File: config.mk
export PLATFORM = sky130hd
export DESIGN_NAME = block_cache_lru_controller
export DESIGN_NICKNAME = d
export VERILOG_FILES = /design/src/rtl/core/bclru_pkg.sv /design/src/rtl/core/block_cache_lru_controller.sv /design/src/rtl/core/bclru_front.sv /design/src/rtl/core/bclru_back.sv
export SDC_FILE = /design/constraint.sdc
export NUM_CORES = 1
export LEC_CHECK = 0
export ABC_AREA = 1
export BUFFER_PORTS_ARGS = -buffer_cell sky130_fd_sc_hd__buf_2
export CORE_MARGIN = 10
export CORE_UTILIZATION = 25
export CTS_BUF_LIST = sky130_fd_sc_hd__clkbuf_8
export DETAILED_ROUTE_END_ITERATION = 16
export SYNTH_ARGS = -nofsm -noshare
export SYNTH_HDL_FRONTEND = slang
export SYNTH_HIERARCHICAL = 1
export SYNTH_SLANG_ARGS = --single-unit
File: constraint.sdc
create_clock -name clk -period 6.9 [get_ports clk]
set_input_delay 0 -clock clk [delete_from_list [all_inputs] [get_ports clk]]
set_output_delay 0 -clock clk [all_outputs]
set_load 0.01 [all_outputs]
File: src/rtl/core/bclru_pkg.sv
`default_nettype none

package bclru_pkg;

  typedef logic [2:0] action_t;

  localparam action_t ACT_HIT           = 3'd0;
  localparam action_t ACT_FILL          = 3'd1;
  localparam action_t ACT_WRITE_BACK    = 3'd2;
  localparam action_t ACT_WRITE_THROUGH = 3'd3;
  localparam action_t ACT_STORE         = 3'd4;
  localparam action_t ACT_FLUSH_DONE    = 3'd5;

  typedef logic [1:0] kind_t;

  localparam kind_t KIND_READ        = 2'd0;
  localparam kind_t KIND_WRITE       = 2'd1;
  localparam kind_t KIND_FLUSH       = 2'd2;
  localparam kind_t KIND_FLUSH_INVAL = 2'd3;

  // Decoded request class, as it travels from the front end to the back end.
  typedef struct packed {
    logic flush;
    logic invalidate;
    logic write;
  } req_class_t;

endpackage

`default_nettype wire

File: src/rtl/core/block_cache_lru_controller.sv
// Tag and replacement controller of a fully associative write-back or
// write-through block cache with ENTRIES slots and LRU replacement.
// Requests enter on in_valid/in_ready with kind and block; results leave on
// out_valid/out_ready with action, slot, target_block and last, where last
// marks the final result of a request. The write_through register is
// loaded from cfg_data whenever cfg_en is high and should only change while
// no request is in flight.
// A request is written into a two-entry queue; the sequencer takes it
// from there when idle, doing the tag compare and victim choice, and then
// issues its results one after another. A read hit or a plain write gives
// one result; each write-through or write-back result comes before it.
// A flush walks every slot, one per cycle while no dirty line waits on
// a stalled output, and ends with a flush-done result; a dirty line's
// write-back goes out in its own walk cycle unless the output is stalled.
// When the receiver stalls, the pending result holds in the output register
// and the sequencer waits; requests keep filling the queue until it is full.
// Reset clears all valid, dirty and age state and the write_through bit.
`default_nettype none

module block_cache_lru_controller import bclru_pkg::*; #(
  parameter int ENTRIES    = 8,
  parameter int BLOCK_BITS = 32
) (
  input  wire logic        clk,
  input  wire logic        rst,
  input  wire logic        cfg_en,
  input  wire logic        cfg_data,
  input  wire logic        in_valid,
  output logic             in_ready,
  input  wire logic [1:0]  kind,
  input  wire logic [31:0] block,
  output logic             out_valid,
  input  wire logic        out_ready,
  output logic [2:0]       action,
  output logic [2:0]       slot,
  output logic [31:0]      target_block,
  output logic             last
);

  localparam int TAG_W = (BLOCK_BITS < 32) ? BLOCK_BITS : 32;

  logic             write_through;
  logic             q_valid;
  logic             q_pop;
  req_class_t       q_cls;
  logic [TAG_W-1:0] q_blk;

  always_ff @(posedge clk) begin
    if (rst) begin
      write_through <= 1'b0;
    end else if (cfg_en) begin
      write_through <= cfg_data;
    end
  end

  bclru_front #(
    .TAG_W (TAG_W)
  ) u_front (
    .clk      (clk),
    .rst      (rst),
    .in_valid (in_valid),
    .in_ready (in_ready),
    .kind     (kind),
    .block    (block),
    .q_valid  (q_valid),
    .q_pop    (q_pop),
    .q_cls    (q_cls),
    .q_blk    (q_blk)
  );

  bclru_back #(
    .ENTRIES (ENTRIES),
    .TAG_W   (TAG_W)
  ) u_back (
    .clk           (clk),
    .rst           (rst),
    .write_through (write_through),
    .q_valid       (q_valid),
    .q_pop         (q_pop),
    .q_cls         (q_cls),
    .q_blk         (q_blk),
    .out_valid     (out_valid),
    .out_ready     (out_ready),
    .action        (action),
    .slot          (slot),
    .target_block  (target_block),
    .last          (last)
  );

endmodule

`default_nettype wire

File: src/rtl/core/bclru_front.sv
`default_nettype none

module bclru_front import bclru_pkg::*; #(
  parameter int TAG_W = 32
) (
  input  wire logic             clk,
  input  wire logic             rst,
  input  wire logic             in_valid,
  output logic                  in_ready,
  input  wire logic [1:0]       kind,
  input  wire logic [31:0]      block,
  output logic                  q_valid,
  input  wire logic             q_pop,
  output req_class_t            q_cls,
  output logic [TAG_W-1:0]      q_blk
);

  // Two-entry queue between the request port and the sequencer.
  req_class_t       ent_cls [2];
  logic [TAG_W-1:0] ent_blk [2];
  logic             wr_ptr;
  logic             rd_ptr;
  logic [1:0]       count;
  logic             push;
  logic             pop;
  req_class_t       cls;

  always_comb begin
    cls = '0;
    unique case (kind)
      KIND_READ:        cls = '{flush: 1'b0, invalidate: 1'b0, write: 1'b0};
      KIND_WRITE:       cls = '{flush: 1'b0, invalidate: 1'b0, write: 1'b1};
      KIND_FLUSH:       cls = '{flush: 1'b1, invalidate: 1'b0, write: 1'b0};
      KIND_FLUSH_INVAL: cls = '{flush: 1'b1, invalidate: 1'b1, write: 1'b0};
    endcase
  end

  assign in_ready = (count != 2'd2);
  assign q_valid  = (count != 2'd0);
  assign push     = in_valid && in_ready;
  assign pop      = q_valid && q_pop;
  assign q_cls    = ent_cls[rd_ptr];
  assign q_blk    = ent_blk[rd_ptr];

  always_ff @(posedge clk) begin
    if (rst) begin
      wr_ptr <= 1'b0;
      rd_ptr <= 1'b0;
      count  <= 2'd0;
    end else begin
      if (push) begin
        wr_ptr <= ~wr_ptr;
      end
      if (pop) begin
        rd_ptr <= ~rd_ptr;
      end
      unique case ({push, pop})
        2'b10:   count <= count + 2'd1;
        2'b01:   count <= count - 2'd1;
        default: count <= count;
      endcase
    end
  end

  // Only the low TAG_W bits of the block number take part in the cache.
  always_ff @(posedge clk) begin
    if (push) begin
      ent_cls[wr_ptr] <= cls;
      ent_blk[wr_ptr] <= block[TAG_W-1:0];
    end
  end

endmodule

`default_nettype wire

File: src/rtl/core/bclru_back.sv
`default_nettype none

module bclru_back import bclru_pkg::*; #(
  parameter int ENTRIES = 8,
  parameter int TAG_W   = 32
) (
  input  wire logic             clk,
  input  wire logic             rst,
  input  wire logic             write_through,
  input  wire logic             q_valid,
  output logic                  q_pop,
  input  wire req_class_t       q_cls,
  input  wire logic [TAG_W-1:0] q_blk,
  output logic                  out_valid,
  input  wire logic             out_ready,
  output action_t               action,
  output logic [2:0]            slot,
  output logic [31:0]           target_block,
  output logic                  last
);

  localparam int SLOT_W = $clog2(ENTRIES);
  localparam logic [SLOT_W-1:0] TOP_SLOT = SLOT_W'(ENTRIES - 1);

  typedef enum logic [3:0] {
    ST_IDLE  = 4'b0001,
    ST_ACT   = 4'b0010,
    ST_FLUSH = 4'b0100,
    ST_DONE  = 4'b1000
  } state_t;

  state_t state;
  state_t state_next;

  logic [ENTRIES-1:0] valid_q;
  logic [ENTRIES-1:0] dirty_q;
  logic [TAG_W-1:0]   tag_q  [ENTRIES];
  logic [SLOT_W-1:0]  rank_q [ENTRIES];

  // Request being worked on.
  logic [TAG_W-1:0]   cur_blk;
  logic               cur_write;
  logic               cur_inval;
  logic [SLOT_W-1:0]  cur_slot;
  logic               cur_was_valid;
  logic [SLOT_W-1:0]  cur_old_rank;
  action_t            cur_final;
  logic [TAG_W-1:0]   wb_tag;
  logic               pend_wt;
  logic               pend_wb;
  logic [SLOT_W-1:0]  walk;

  // Lookup and replacement choice.
  logic               hit;
  logic [SLOT_W-1:0]  hit_idx;
  logic               free;
  logic [SLOT_W-1:0]  free_idx;
  logic [SLOT_W-1:0]  old_idx;
  logic [SLOT_W-1:0]  sel;

  logic               out_free;
  logic               push;
  action_t            push_action;
  logic [SLOT_W-1:0]  push_slot;
  logic [TAG_W-1:0]   push_tgt;
  logic               push_last;
  logic               act_final;
  logic               walk_step;
  logic               walk_wb;
  logic               take;

  always_comb begin
    hit      = 1'b0;
    hit_idx  = '0;
    free     = 1'b0;
    free_idx = '0;
    old_idx  = '0;
    // Descending scan so that the lowest matching slot wins.
    for (int i = ENTRIES - 1; i >= 0; i--) begin
      if (valid_q[i] && tag_q[i] == q_blk) begin
        hit     = 1'b1;
        hit_idx = SLOT_W'(i);
      end
    end
    // Ascending scan so that the highest free slot wins.
    for (int i = 0; i < ENTRIES; i++) begin
      if (!valid_q[i]) begin
        free     = 1'b1;
        free_idx = SLOT_W'(i);
      end
    end
    // With every line valid the ranks are a permutation, so the oldest line
    // is the one holding the largest rank.
    for (int i = ENTRIES - 1; i >= 0; i--) begin
      if (rank_q[i] == TOP_SLOT) begin
        old_idx = SLOT_W'(i);
      end
    end
    sel = hit ? hit_idx : (free ? free_idx : old_idx);
  end

  assign out_free = !out_valid || out_ready;
  assign take     = (state == ST_IDLE) && q_valid;

  always_comb begin
    state_next  = state;
    q_pop       = 1'b0;
    push        = 1'b0;
    push_action = cur_final;
    push_slot   = cur_slot;
    push_tgt    = cur_blk;
    push_last   = 1'b0;
    act_final   = 1'b0;
    walk_step   = 1'b0;
    walk_wb     = 1'b0;
    unique case (state)
      ST_IDLE: begin
        q_pop = q_valid;
        if (q_valid) begin
          state_next = q_cls.flush ? ST_FLUSH : ST_ACT;
        end
      end
      ST_ACT: begin
        if (out_free) begin
          push = 1'b1;
          priority if (pend_wt) begin
            push_action = ACT_WRITE_THROUGH;
          end else if (pend_wb) begin
            push_action = ACT_WRITE_BACK;
            push_tgt    = wb_tag;
          end else begin
            push_action = cur_final;
            push_last   = 1'b1;
            act_final   = 1'b1;
            state_next  = ST_IDLE;
          end
        end
      end
      ST_FLUSH: begin
        walk_wb = valid_q[walk] && dirty_q[walk];
        // Clean or invalid lines pass without waiting for the output.
        if (!walk_wb || out_free) begin
          walk_step   = 1'b1;
          push        = walk_wb;
          push_action = ACT_WRITE_BACK;
          push_slot   = walk;
          push_tgt    = tag_q[walk];
          if (walk == TOP_SLOT) begin
            state_next = ST_DONE;
          end
        end
      end
      ST_DONE: begin
        if (out_free) begin
          push        = 1'b1;
          push_action = ACT_FLUSH_DONE;
          push_slot   = '0;
          push_tgt    = '0;
          push_last   = 1'b1;
          state_next  = ST_IDLE;
        end
      end
      default: begin
        state_next = ST_IDLE;
      end
    endcase
  end

  always_ff @(posedge clk) begin
    if (rst) begin
      state   <= ST_IDLE;
      valid_q <= '0;
      dirty_q <= '0;
      pend_wt <= 1'b0;
      pend_wb <= 1'b0;
      walk    <= '0;
      for (int i = 0; i < ENTRIES; i++) begin
        rank_q[i] <= '0;
      end
    end else begin
      state <= state_next;
      if (take) begin
        walk    <= '0;
        pend_wt <= !q_cls.flush && q_cls.write && write_through;
        pend_wb <= !q_cls.flush && !hit && valid_q[sel] && dirty_q[sel];
      end
      if (push && state == ST_ACT && push_action == ACT_WRITE_THROUGH) begin
        pend_wt <= 1'b0;
      end
      if (push && state == ST_ACT && push_action == ACT_WRITE_BACK) begin
        pend_wb <= 1'b0;
      end
      if (act_final) begin
        // Age every valid line younger than the touched one; a newly
        // allocated line ages all valid lines.
        for (int t = 0; t < ENTRIES; t++) begin
          if (SLOT_W'(t) != cur_slot && valid_q[t] &&
              (!cur_was_valid || rank_q[t] < cur_old_rank)) begin
            rank_q[t] <= rank_q[t] + SLOT_W'(1);
          end
        end
        rank_q[cur_slot] <= '0;
        if (cur_final != ACT_HIT) begin
          valid_q[cur_slot] <= 1'b1;
          dirty_q[cur_slot] <= cur_write && !write_through;
        end
      end
      if (walk_step) begin
        walk <= walk + SLOT_W'(1);
        if (walk_wb || (cur_inval && valid_q[walk])) begin
          dirty_q[walk] <= 1'b0;
        end
        if (cur_inval && valid_q[walk]) begin
          valid_q[walk] <= 1'b0;
          rank_q[walk]  <= '0;
        end
      end
    end
  end

  always_ff @(posedge clk) begin
    if (take) begin
      cur_blk       <= q_blk;
      cur_write     <= q_cls.write;
      cur_inval     <= q_cls.invalidate;
      cur_slot      <= sel;
      cur_was_valid <= valid_q[sel];
      cur_old_rank  <= rank_q[sel];
      wb_tag        <= tag_q[sel];
      cur_final     <= q_cls.write ? ACT_STORE : (hit ? ACT_HIT : ACT_FILL);
    end
    if (act_final && cur_final != ACT_HIT) begin
      tag_q[cur_slot] <= cur_blk;
    end
  end

  // Output register: the next result may be loaded while this one is taken.
  always_ff @(posedge clk) begin
    if (rst) begin
      out_valid <= 1'b0;
    end else if (push) begin
      out_valid <= 1'b1;
    end else if (out_ready) begin
      out_valid <= 1'b0;
    end
  end

  always_ff @(posedge clk) begin
    if (push) begin
      action       <= push_action;
      slot         <= 3'(push_slot);
      target_block <= 32'(push_tgt);
      last         <= push_last;
    end
  end

endmodule

`default_nettype wire

==> impl_summary.log, run 1 <==
INFO  metric final_skew = 0.0369 ns
INFO  metric synthDistinctLibCells = between 50 and 60
INFO  metric mostFrequentLayoutCell = sky130_fd_sc_hd__nand2_1
INFO  metric detail_route.iter0.violations = around 3,200
INFO  metric leakagePower = between 10 and 15 nW
INFO  metric area_growth_syn_to_layout = 13.9%
INFO  metric number_of_vias_in_the_routed_layout = 23,900
INFO  metric pin_count_of_the_biggest_net_entering_global_routing = approximately 160
INFO  metric port_buffer_count = 80
INFO  metric crit_fanout = 161
INFO  metric post_synth.cell_area_avg = 8.87 µm²
INFO  metric synth_fp_nets = between 3,000 and 4,000
INFO  metric clock.fmax = approximately 0.19 GHz
INFO  metric starting_utilization_of_the_core_area = 0.253
INFO  metric setup-tns-final = 0 ns
INFO  metric seq_area_frac_synth = 0.530
INFO  metric clk_pin_slew_worst_paths = 0.06 ns
INFO  metric final_instance_area = 31,000 µm²
INFO  metric internal-power = about 5.6 mW
INFO  metric detailedRoute.firstPassIterationCount = 6
INFO  metric post-cts-setup-buffers = 0
INFO  metric clock_sink_count = approximately 500
INFO  metric most-common-layout-cells = 664 x sky130_fd_sc_hd__nand2_1, 440 x sky130_fd_sc_hd__edfxtp_1, 332 x sky130_fd_sc_hd__inv_1
INFO  metric layout_min_cycle_time = 5.15 ns
INFO  metric setup_viol = 0
INFO  metric synth.yosys.warnings = 6
INFO  metric globalRoute.totalOverflow = 0
INFO  metric power-per-cell-area = 272 nW/µm²
INFO  metric cts_tree = yes
INFO  metric wire_length_of_the_first_global_routing_pass = 158,000 µm
INFO  metric status = finished, final reports clean
INFO  metric die-width = 350 µm
INFO  metric unrepaired_setup_endpoints_after_global_routing = false
INFO  metric top_level_ports = 81
INFO  metric route.detailed.vias_per_inst = a little over 5
INFO  metric grt_usage = 0.173
INFO  metric placeableCoreArea = 108,000 µm²
INFO  metric nets_finish = roughly 3,200
INFO  metric design.die.area = 122,000 µm²
INFO  metric cts_repair_resize_count = 0
INFO  metric cell_area_after_technology_mapping = 27,200 µm²
INFO  metric crit_path_start_kind = flop
INFO  metric p_total = 8.43 mW
INFO  metric final_layout_size_suffix_gt1_frac = 0.105
INFO  metric cts_made_buffers = 85
INFO  metric syn_inst = 3,066
INFO  metric share_of_async_settable_or_async_resettable_flops_after_synthesis = 0
INFO  metric route.detailed.drc = 0
INFO  metric power.share.sequential = 0.474
INFO  metric wl = 110,000 µm
INFO  metric clockRootBuffer = sky130_fd_sc_hd__clkbuf_8
INFO  metric drt.antenna.violating_nets = 0
INFO  metric cts.htree.levels = 3
INFO  metric layout.filler_cells = 11,500
INFO  metric synth_enable_flop_cells = 440
INFO  metric ctsLongestPathBuffers = 3
INFO  metric post_dp_cell_area = 28,900 µm²
INFO  metric irDropWorstVdd = 0.119 mV
INFO  metric synth-seq-cells = 499
INFO  metric die_h = 350 µm
INFO  metric max_cap_violations = 0
INFO  metric first_global_vias = 22,500
INFO  metric place_worst_setup_slack = 1.88 ns
INFO  metric hold_worst_slack = around 0.034 ns
INFO  metric critPathCaptureType = flop
INFO  metric combinationalPowerShare = 0.210
INFO  metric timing_worst_setup_path_type = flop to flop
INFO  metric power.clock.fraction = 0.315
INFO  metric avgRoutedWirePerCell = 23.7 µm
INFO  metric worstPathArrival = 5.60 ns
INFO  metric switching_share_of_power = 0.338
INFO  metric worst-endpoint-required = 7.36 ns
INFO  metric std_cell_rows = between 100 and 150
INFO  metric worst-slew-pin-transition = roughly 1.2 ns
INFO  metric finalHoldViolCount = 0
INFO  metric timing.hold.worst.class = input pin to flop
INFO  metric hpwlAfterDp = 76,700 µm
INFO  metric post-route-period-util = 0.746
INFO  metric place.gp.congestion = 1.05
INFO  metric netSwitchingPower = 2.85 mW
INFO  metric report.final.slew_viol_count = 0
INFO  metric clkLatencyLatePin = approximately 0.71 ns
INFO  metric cts_hold_buffers = 44
INFO  metric ys.flop_type = sky130_fd_sc_hd__edfxtp_1
INFO  metric maxSlewHeadroom = 0.203
INFO  metric post-route-worst-setup-slack = 1.75 ns
INFO  metric grt_antenna_before_repair = 5
## worst paths after layout
check,startpoint,to,slack [ns],cells after the start
hold reg to reg,u_back/rank_q[1][0],u_back/rank_q[1][0],0.51,2
setup / recovery,flop,u_back/wb_tag[10],1.75,21
setup reg to reg,flop,u_back/wb_tag[10],1.75,21
hold / removal,block[20],u_front/ent_blk[1][20],0.03,2
## state kept, by name, summed over array words and instances, names as in the netlist, 2 cells and up, named ones only
name / cells
u_back/walk: 3
u_back/tag_q: 256
u_back/cur_old_rank: 3
u_back/target_block: 32
u_front/ent_cls: 6
u_back/action: 3
u_front/count: 2
u_back/slot: 3
u_back/cur_final: 2
u_front/ent_blk: 64
u_back/rank_q: 24
u_back/cur_slot: 3
u_back/state: 4
u_back/valid_q: 8
u_back/cur_blk: 32
u_back/dirty_q: 8
u_back/wb_tag: 32
## per-stage QoR
step	instances	util
3_5_place_dp	4423	0.269
3_3_place_gp	4423	0.269
2_1_floorplan	3066	-
5_1_grt	4627	0.288
6_report	4627	0.288
4_1_cts	4626	0.288
## critical path, cell delays in order (launching register included)
cell and delay, ns:
sky130_fd_sc_hd__dfxtp_2 0.83, sky130_fd_sc_hd__buf_12 0.28, sky130_fd_sc_hd__mux2_2 0.36, sky130_fd_sc_hd__inv_2 0.18, sky130_fd_sc_hd__nand2_1 0.16, sky130_fd_sc_hd__nand2_1 0.08, sky130_fd_sc_hd__nor2_1 0.19, sky130_fd_sc_hd__nand2_1 0.09
sky130_fd_sc_hd__nor2_1 0.22, sky130_fd_sc_hd__nand4_1 0.18, sky130_fd_sc_hd__nor2b_1 0.16, sky130_fd_sc_hd__nand2_1 0.20, sky130_fd_sc_hd__nor2_4 0.09, sky130_fd_sc_hd__nor2_4 0.15, sky130_fd_sc_hd__nand2_4 0.10, sky130_fd_sc_hd__nand2_8 0.72
sky130_fd_sc_hd__buf_12 0.33, sky130_fd_sc_hd__a21oi_1 0.09, sky130_fd_sc_hd__o21ai_0 0.14, sky130_fd_sc_hd__nand3_1 0.11, sky130_fd_sc_hd__o21ai_1 0.09, sky130_fd_sc_hd__inv_1 0.05
## kinds of logic after synthesis
family                     share of synthesized area
AOI/OAI and AO/OA                              0.151
adders and majority gates                     0.0161
and+or+nand+nor                                0.185
muxes                                         0.0186
xor gates and xnor gates                      0.0187
buffers and inverters                         0.0803
DFF                                            0.530
## routing by layer
layer | vias up | track usage | routed length [µm]
met3 | 271 | 0.0369 | 10900
li1 | 10800 | - | -
met1 | 11400 | 0.228 | 44400
met5 | - | 0 | 65
met4 | 8 | 0.0755 | 4940
met2 | 1388 | 0.272 | 49400
## power by group through the flow
| stage | registers [mW] | clock network (mW) | logic (mW) |
|---|---|---|---|
| after floorplan | 3.95 | 0 | 1.12 |
| after global placement | 4.05 | 0 | 1.71 |
| after detailed placement | 4.06 | 0 | 1.71 |
| after CTS | 4.00 | 2.71 | 1.74 |
| after global routing | 4.04 | 2.86 | 1.90 |
| final | 4.00 | 2.66 | 1.77 |
## cell type report
| type | count | area, µm² | area share |
|---|---|---|---|
| Sequential cell | 499 | 14400 | 0.465 |
| Multi-Input combinational cell | 2064 | 10700 | 0.347 |
| Tap cell | 1403 | 1760 | 0.0567 |
| Inverter | 345 | 1300 | 0.0420 |
| Clock buffer | 93 | 1280 | 0.0413 |
| Timing Repair Buffer | 156 | 1130 | 0.0365 |
| Clock inverter | 66 | 364 | 0.0118 |
| Antenna cell | 1 | 2.50 | 0.0000808 |
## cells in the mapped netlist (all sizes together), types with 7 or more instances
cell type  instances  share of area
ha                35          0.016
nand2            670          0.094
o211ai            88          0.024
a311oi             7         0.0023
inv              343          0.047
buf               89          0.023
xnor2             26         0.0084
o21ai            415          0.076
o221ai            16         0.0052
xor2              32          0.010
nand4             32         0.0074
nor2             231          0.034
mux2              35          0.019
a21oi            171          0.031
nor3              27         0.0055
dfxtp             59          0.043
o22ai             23         0.0053
clkbuf            69         0.0095
or2               12         0.0028
nand3            214          0.040
edfxtp           440           0.49
(Power assumes the default switching activity.)
==> run 2: changes to the inputs <==
Settings changed: ABC_AREA 1 to 0.
Clock period 6.9 ns to 4.7 ns, I/O delays scaled along.
==> run 2 against run 1 <==
Fmax rose by 12%. Clock power is 48% higher. Routed wire length shrank 19%. Die area down 3.8%. Largest power group unchanged. Highest routed layer is now met4.
==> impl_summary.log, run 2 <==
INFO  metric area_growth_syn_to_layout = 16.9%
INFO  metric synth_enable_flop_cells = 440
INFO  metric setup-tns-final = 0 ns
INFO  metric unrepaired_setup_endpoints_after_global_routing = false
INFO  metric post_dp_cell_area = 28,200 µm²
INFO  metric status = finished, final reports clean
INFO  metric worst-endpoint-required = between 5 and 6 ns
INFO  metric avgRoutedWirePerCell = roughly 25 µm
INFO  metric crit_path_start_kind = flop
INFO  metric leakagePower = 10.4 nW
INFO  metric post-synth-top-area-cell = sky130_fd_sc_hd__edfxtp_1
INFO  metric synth.top_cells.by_count = 440 x sky130_fd_sc_hd__edfxtp_1, 279 x sky130_fd_sc_hd__mux2i_1, 229 x sky130_fd_sc_hd__xor2_1, 71 x sky130_fd_sc_hd__mux2_2, 71 x sky130_fd_sc_hd__nand2_1
INFO  metric layout.filler_cells = about 10,000
INFO  metric clk_pin_slew_worst_paths = 0.07 ns
INFO  metric post-route-worst-setup-slack = 0.0903 ns
INFO  metric clock_sink_count = roughly 500
INFO  metric ctsLongestPathBuffers = 3
INFO  metric route.detailed.vias_per_inst = 4.94
INFO  metric setup_viol = 0
INFO  metric die-width = around 340 µm
INFO  metric place.gp.congestion = approximately 0.95
INFO  metric synthDistinctLibCells = between 70 and 80
INFO  metric place_worst_setup_slack = -0.0264 ns
INFO  metric cts_made_buffers = 90
INFO  metric most-common-layout-cells = 440 x sky130_fd_sc_hd__edfxtp_1, 279 x sky130_fd_sc_hd__mux2i_1, 229 x sky130_fd_sc_hd__xor2_1
INFO  metric finalHoldViolCount = 0
INFO  metric first_global_vias = approximately 17,000
INFO  metric cts.htree.levels = 3
INFO  metric crit_path_cell_trace = buf_12 -> mux2_2 -> xor2_1 -> nor4_1 -> nand4_1 -> or4_4 -> a21boi_1 -> and3_1 -> nor3_4 -> buf_4 -> buf_12 -> mux2i_1 -> mux2i_1 -> mux2_2
INFO  metric wire_length_of_the_first_global_routing_pass = 126,000 µm
INFO  metric clkLatencyLatePin = between 0.7 and 0.8 ns
INFO  metric crit_fanout = 19
INFO  metric placeableCoreArea = 104,000 µm²
INFO  metric worst-slew-pin-transition = 1.11 ns
INFO  metric final_instance_area = 30,500 µm²
INFO  metric synth-seq-cells = ~500
INFO  metric mostFrequentLayoutCell = sky130_fd_sc_hd__edfxtp_1
INFO  metric top_level_ports = 81
INFO  metric design.die.area = approximately 120,000 µm²
INFO  metric synth.yosys.warnings = 6
INFO  metric report.final.slew_viol_count = 0
INFO  metric regMostFlops = u_back/tag_q
INFO  metric synth_most_common_cell = sky130_fd_sc_hd__edfxtp_1
INFO  metric worstPathArrival = 5.06 ns
INFO  metric number_of_flip_flops_under_the_largest_register_name = approximately 260
INFO  metric post_synth.cell_area_avg = between 10 and 15 µm²
INFO  metric number_of_vias_in_the_routed_layout = 17,200
INFO  metric critical-path-top-delay-family = simple AND/OR/NAND/NOR gates
INFO  metric worst-path-buf-inv = 3
INFO  metric route.detailed.drc = 0
INFO  metric grt_usage = 0.146
INFO  metric detail_route.iter0.violations = 1,919
INFO  metric max_cap_violations = 0
INFO  metric wl = 88,400 µm
INFO  metric final_layout_size_suffix_gt1_frac = 0.221
INFO  metric nets_finish = 2,092
INFO  metric power-per-cell-area = 436 nW/µm²
INFO  metric std_cell_rows = about 120
INFO  metric syn_inst = 1,838
INFO  metric drt.antenna.violating_nets = 0
INFO  metric timing_worst_setup_path_type = flop to flop
INFO  metric cts_tree = yes
INFO  metric clockRootBuffer = sky130_fd_sc_hd__clkbuf_8
INFO  metric starting_utilization_of_the_core_area = 0.252
INFO  metric clock.fmax = 0.217 GHz
INFO  metric largest_cells_by_area_after_synthesis = sky130_fd_sc_hd__edfxtp_1 51%, sky130_fd_sc_hd__mux2i_1 11%, sky130_fd_sc_hd__xor2_1 7.7%
INFO  metric timing.critical_path.slowest_cell_delay = 0.56 ns
INFO  metric port_buffer_count = 80
INFO  metric critical_path.slowest_cell = sky130_fd_sc_hd__or4_4
INFO  metric globalRoute.totalOverflow = 0
INFO  metric ys.flop_type = sky130_fd_sc_hd__edfxtp_1
INFO  metric irDropWorstVdd = 0.410 mV
INFO  metric timing.hold.worst.class = input pin to flop
INFO  metric final_skew = 0.0438 ns
INFO  metric hpwlAfterDp = 61,400 µm
INFO  metric post-route-period-util = 0.981
INFO  metric pin_count_of_the_biggest_net_entering_global_routing = 47
INFO  metric cell_area_after_technology_mapping = ~26,000 µm²
INFO  metric maxSlewHeadroom = 0.255
INFO  metric critPathCaptureType = flop
INFO  metric synth_fp_nets = roughly 1,900
INFO  metric die_h = 343 µm
INFO  metric layout_min_cycle_time = roughly 4.6 ns
INFO  metric share_of_async_settable_or_async_resettable_flops_after_synthesis = 0
INFO  metric detailedRoute.firstPassIterationCount = 6
INFO  metric seq_area_frac_synth = 0.551
INFO  metric post-synth-top-area-fraction = 0.506
INFO  metric layout_top_registers = u_back/tag_q: 256 flops, u_front/ent_blk: 64 flops
INFO  metric grt_antenna_before_repair = 1
==> run 2: cell count changes after synthesis, moves of 107 or more <==
| cell | before | now |
|---|---|---|
| sky130_fd_sc_hd__o21ai_1 | 108 | 1 |
| sky130_fd_sc_hd__nand2_1 | 665 | 71 |
| sky130_fd_sc_hd__nand3_1 | 213 | 45 |
| sky130_fd_sc_hd__inv_1 | 308 | 10 |
| sky130_fd_sc_hd__xor2_1 | 32 | 229 |
| sky130_fd_sc_hd__mux2i_1 | 0 | 279 |
| sky130_fd_sc_hd__nor2_1 | 223 | 66 |
| sky130_fd_sc_hd__o21ai_0 | 307 | 17 |
| sky130_fd_sc_hd__a21oi_1 | 171 | 26 |
==> run 2: power by group <==
part	leakage (nW)	switching, mW	internal, mW
Combinational	4.99	2.17	0.992
Sequential	4.48	0.440	5.75
Clock	0.966	1.90	2.05
Total	10.4	4.52	8.79
==> run 2: cell families after synthesis <==
family / after synthesis / synth area share
buf+inv: 126 / 0.0367
flops: 499 / 0.551
fa+ha+maj: 35 / 0.0168
simple gates: 347 / 0.0705
mux: 417 / 0.195
xor+xnor: 267 / 0.0896
compound gates: 147 / 0.0400
==> run 2: layout make-up <==
class,count,area [µm²],area share
Tap cell,1380,1730,0.0566
Timing Repair Buffer,202,1690,0.0553
Multi-Input combinational cell,1213,10900,0.358
Sequential cell,499,14400,0.472
Inverter,11,68.8,0.00226
Clock inverter,74,444,0.0146
Antenna cell,1,2.50,0.0000820
Clock buffer,92,1270,0.0415
==> run 2: path summary, 6_finish.rpt <==
check | cells after the start | slack (ns) | endpoint | start
min reg2reg | 2 | 0.51 | u_front/rd_ptr | u_front/rd_ptr
min | 2 | 0.04 | u_front/ent_blk[0][2] | block[2]
max reg2reg | 14 | 0.09 | u_back/wb_tag[19] | flop
max | 14 | 0.09 | u_back/wb_tag[19] | flop
==> run 2: per-stage QoR <==
step           std cells  hold slack [ns]  power, mW   util
2_1_floorplan       1838           0.0691       8.02      -
3_3_place_gp        3257            0.191       9.29  0.273
3_5_place_dp        3257            0.192       9.34  0.273
4_1_cts             3471          0.00105       13.4  0.294
5_1_grt             3472           0.0193       13.8  0.294
6_report            3472           0.0418       13.3  0.294
==> run 2: routing by layer <==
layer	wire length (µm)	part of all wire	vias to the layer above	GRT usage
li1	-	-	7395	-
met1	35700	0.40	8803	0.184
met2	43100	0.49	775	0.248
met3	6390	0.072	192	0.0279
met4	3130	0.035	0	0.0498
met5	0	0	-	0
==> run 2: repair_timing <==
action	CTS	global route
setup endpoints to repair	14	31
hold endpoints to repair	106	0
pin swaps	0	1
setup buffers	0	0
resized for setup	2	9
hold buffers	48	0
==> run 3: changes to the inputs <==
Settings changed: CORE_UTILIZATION 25 to 59, PLACE_DENSITY set to 0.79.
==> run 3 against run 2 <==
Sequential share of layout area increased by 1.8 points. Critical path type unchanged. Largest cell class unchanged. Worst setup slack worse by 0.14 ns. Combinational power is 5% lower. The flow now finishes with violations (setup timing). Fmax is 3.0% lower. First-iteration DRC count is 8.0% higher. Register-to-register slack lost 0.14 ns. Design area fell by 3.7%.
==> impl_summary.log, run 3 (synthesis gave the netlist of run 2 again) <==
INFO  metric cts.htree.levels = 3
INFO  metric critical-path-top-delay-family = simple AND/OR/NAND/NOR gates
INFO  metric cts_tree = yes
INFO  metric nets_finish = 2,079
INFO  metric critical_path.slowest_cell = sky130_fd_sc_hd__nor4_1
INFO  metric timing.critical_path.slowest_cell_delay = roughly 0.63 ns
INFO  metric timing_worst_setup_path_type = flop to flop
INFO  metric grt_usage = 0.283
INFO  metric pin_count_of_the_biggest_net_entering_global_routing = 45
INFO  metric cp_common_cell = sky130_fd_sc_hd__buf_12
INFO  metric final_skew = between 0.04 and 0.05 ns
INFO  metric crit_path_cell_trace = buf_12 -> mux2_2 -> xor2_1 -> nor4_1 -> nand4_1 -> or3_2 -> nand2_1 -> nor4b_1 -> nor3_4 -> buf_12 -> buf_12 -> mux2i_1 -> mux2i_1 -> mux2_2
INFO  metric starting_utilization_of_the_core_area = 0.594
INFO  metric setup_viol = 3
INFO  metric route.detailed.vias_per_inst = 6.52
INFO  metric violations = setup timing
INFO  metric place_worst_setup_slack = 0.0563 ns
INFO  metric antenna_cells = 0
INFO  metric placeableCoreArea = 43,900 µm²
INFO  metric crit_fanout = 34
INFO  metric place.gp.congestion = 1.06
INFO  metric avgRoutedWirePerCell = about 29 µm
INFO  metric most-common-layout-cells = 440 x sky130_fd_sc_hd__edfxtp_1, 279 x sky130_fd_sc_hd__mux2i_1, 229 x sky130_fd_sc_hd__xor2_1
INFO  metric clockRootBuffer = sky130_fd_sc_hd__clkbuf_8
INFO  metric first_global_vias = ~17,000
INFO  metric clock_sink_count = 499
INFO  metric hpwlAfterDp = 51,700 µm
INFO  metric regMostFlops = u_back/tag_q
INFO  metric final_core_area_utilization = 0.669
INFO  metric p_total = 13.1 mW
INFO  metric worst-slew-pin-transition = 1.15 ns
INFO  metric wire_length_of_the_first_global_routing_pass = about 110,000 µm
INFO  metric cts_made_buffers = 84
INFO  metric std_cell_rows = 77
INFO  metric crit_path_start_kind = flop
INFO  metric maxSlewHeadroom = 0.227
INFO  metric post-route-worst-setup-slack = -0.0516 ns
INFO  metric clkLatencyLatePin = between 0.6 and 0.7 ns
INFO  metric post-route-period-util = 1.01
INFO  metric instances_no_fill = 2,665
INFO  metric report.final.slew_viol_count = 0
INFO  metric drt.antenna.violating_nets = 0
INFO  metric status = finished, violations left
INFO  metric final_layout_size_suffix_gt1_frac = 0.215
INFO  metric critPathCaptureType = flop
INFO  metric worst-path-buf-inv = 3
INFO  metric route.detailed.drc = 0
INFO  metric clock.fmax = 0.210 GHz
INFO  metric grt_antenna_before_repair = 1
INFO  metric setup-tns-final = -0.0766 ns
INFO  metric worst-endpoint-required = 5.11 ns
INFO  metric layout_top_registers = u_back/tag_q: 256 flops, u_front/ent_blk: 64 flops
INFO  metric place_inst = 2,468
INFO  metric globalRoute.totalOverflow = 0
INFO  metric detailedRoute.firstPassIterationCount = 5
INFO  metric mostFrequentLayoutCell = sky130_fd_sc_hd__edfxtp_1
INFO  metric die-width = 230 µm
INFO  metric timing.hold.worst.class = input pin to flop
INFO  metric leakagePower = 10.4 nW
INFO  metric area_growth_syn_to_layout = 12.6%
INFO  metric clk_pin_slew_worst_paths = roughly 0.060 ns
INFO  metric finalHoldViolCount = 0
INFO  metric number_of_vias_in_the_routed_layout = 17,400
INFO  metric post-cts-setup-buffers = 0
INFO  metric wl = around 76,000 µm
INFO  metric detail_route.iter0.violations = approximately 2,100
INFO  metric number_of_flip_flops_under_the_largest_register_name = 256
INFO  metric design.die.area = 53,100 µm²
INFO  metric top_level_ports = 81
INFO  metric max_cap_violations = 0
INFO  metric layout_min_cycle_time = 4.75 ns
INFO  metric unrepaired_setup_endpoints_after_global_routing = false
INFO  metric worstPathArrival = 5.16 ns
INFO  metric port_buffer_count = 80
INFO  metric die_h = around 230 µm
INFO  metric ctsLongestPathBuffers = 3
INFO  metric irDropWorstVdd = 0.411 mV
INFO  metric power-per-cell-area = around 440 nW/µm²
## run 3: cell types whose count changed in the layout (fill, tap and decap cells not counted), moves of 2 or more
cell | before | now
sky130_fd_sc_hd__clkbuf_8 | 92 | 88
sky130_fd_sc_hd__bufinv_16 | 5 | 7
sky130_fd_sc_hd__clkinv_2 | 21 | 13
sky130_fd_sc_hd__dlygate4sd3_1 | 48 | 42
sky130_fd_sc_hd__buf_4 | 54 | 52
sky130_fd_sc_hd__nor4_1 | 44 | 47
sky130_fd_sc_hd__nor4_2 | 10 | 8
sky130_fd_sc_hd__inv_1 | 32 | 36
sky130_fd_sc_hd__clkinv_1 | 19 | 16
## run 3: per-layer routing
metal  vias to the layer above  track usage  wire length (µm)
met5                         -            0                 0
met4                         0        0.149              3860
met3                       205       0.0656              8150
met2                      1142        0.442             35300
met1                      8658        0.366             29200
li1                       7373            -                 -
## run 3: area by class of cell
cell class	count	area, µm²
multi-input cells	1213	10900
well taps	592	741
clock inverters	67	449
inverters	11	68.8
clock buffers	88	1210
repair buffers	195	1630
flip-flops and latches	499	14400
fillers	3128	14500
## run 3: worst reg2reg max path, stage by stage (launching register included)
cell,delay (ns)
sky130_fd_sc_hd__dfxtp_2,0.35
sky130_fd_sc_hd__buf_12,0.22
sky130_fd_sc_hd__mux2_2,0.61
sky130_fd_sc_hd__xor2_1,0.30
sky130_fd_sc_hd__nor4_1,0.64
sky130_fd_sc_hd__nand4_1,0.16
sky130_fd_sc_hd__or3_2,0.60
sky130_fd_sc_hd__nand2_1,0.13
sky130_fd_sc_hd__nor4b_1,0.08
sky130_fd_sc_hd__nor3_4,0.27
sky130_fd_sc_hd__buf_12,0.30
sky130_fd_sc_hd__buf_12,0.23
sky130_fd_sc_hd__mux2i_1,0.26
sky130_fd_sc_hd__mux2i_1,0.10
sky130_fd_sc_hd__mux2_2,0.26
## run 3: stage by stage
stage | hold slack (ns) | area, µm²
3_3_place_gp | 0.187 | 27300
4_1_cts | 0.00695 | 29300
5_1_grt | 0.0468 | 29400
6_report | 0.0506 | 29400
3_5_place_dp | 0.191 | 27300
2_1_floorplan | 0.0691 | 26100
## run 3: final timing paths
path	startpoint	end	slack [ns]	cells after the start
max reg2reg	flop	u_back/wb_tag[24]	-0.05	14
min	block[5]	u_front/ent_blk[1][5]	0.05	2
min reg2reg	u_front/count[1]	u_front/count[1]	0.53	2
max	flop	u_back/wb_tag[24]	-0.05	14
## run 3: power breakdown
group          leakage (nW)  switching (mW)  internal [mW]  total [mW]
Sequential             4.48           0.446           5.74        6.19
Combinational          4.96            2.01          0.987        3.00
Clock                 0.943            1.80           2.07        3.87
## run 3: timing repair
item | 4_1_cts | 5_1_grt
hold buffers | 42 | 0
resized for setup | 0 | 7
endpoints found under the setup margin | 0 | 32
hold endpoints to repair | 106 | 0
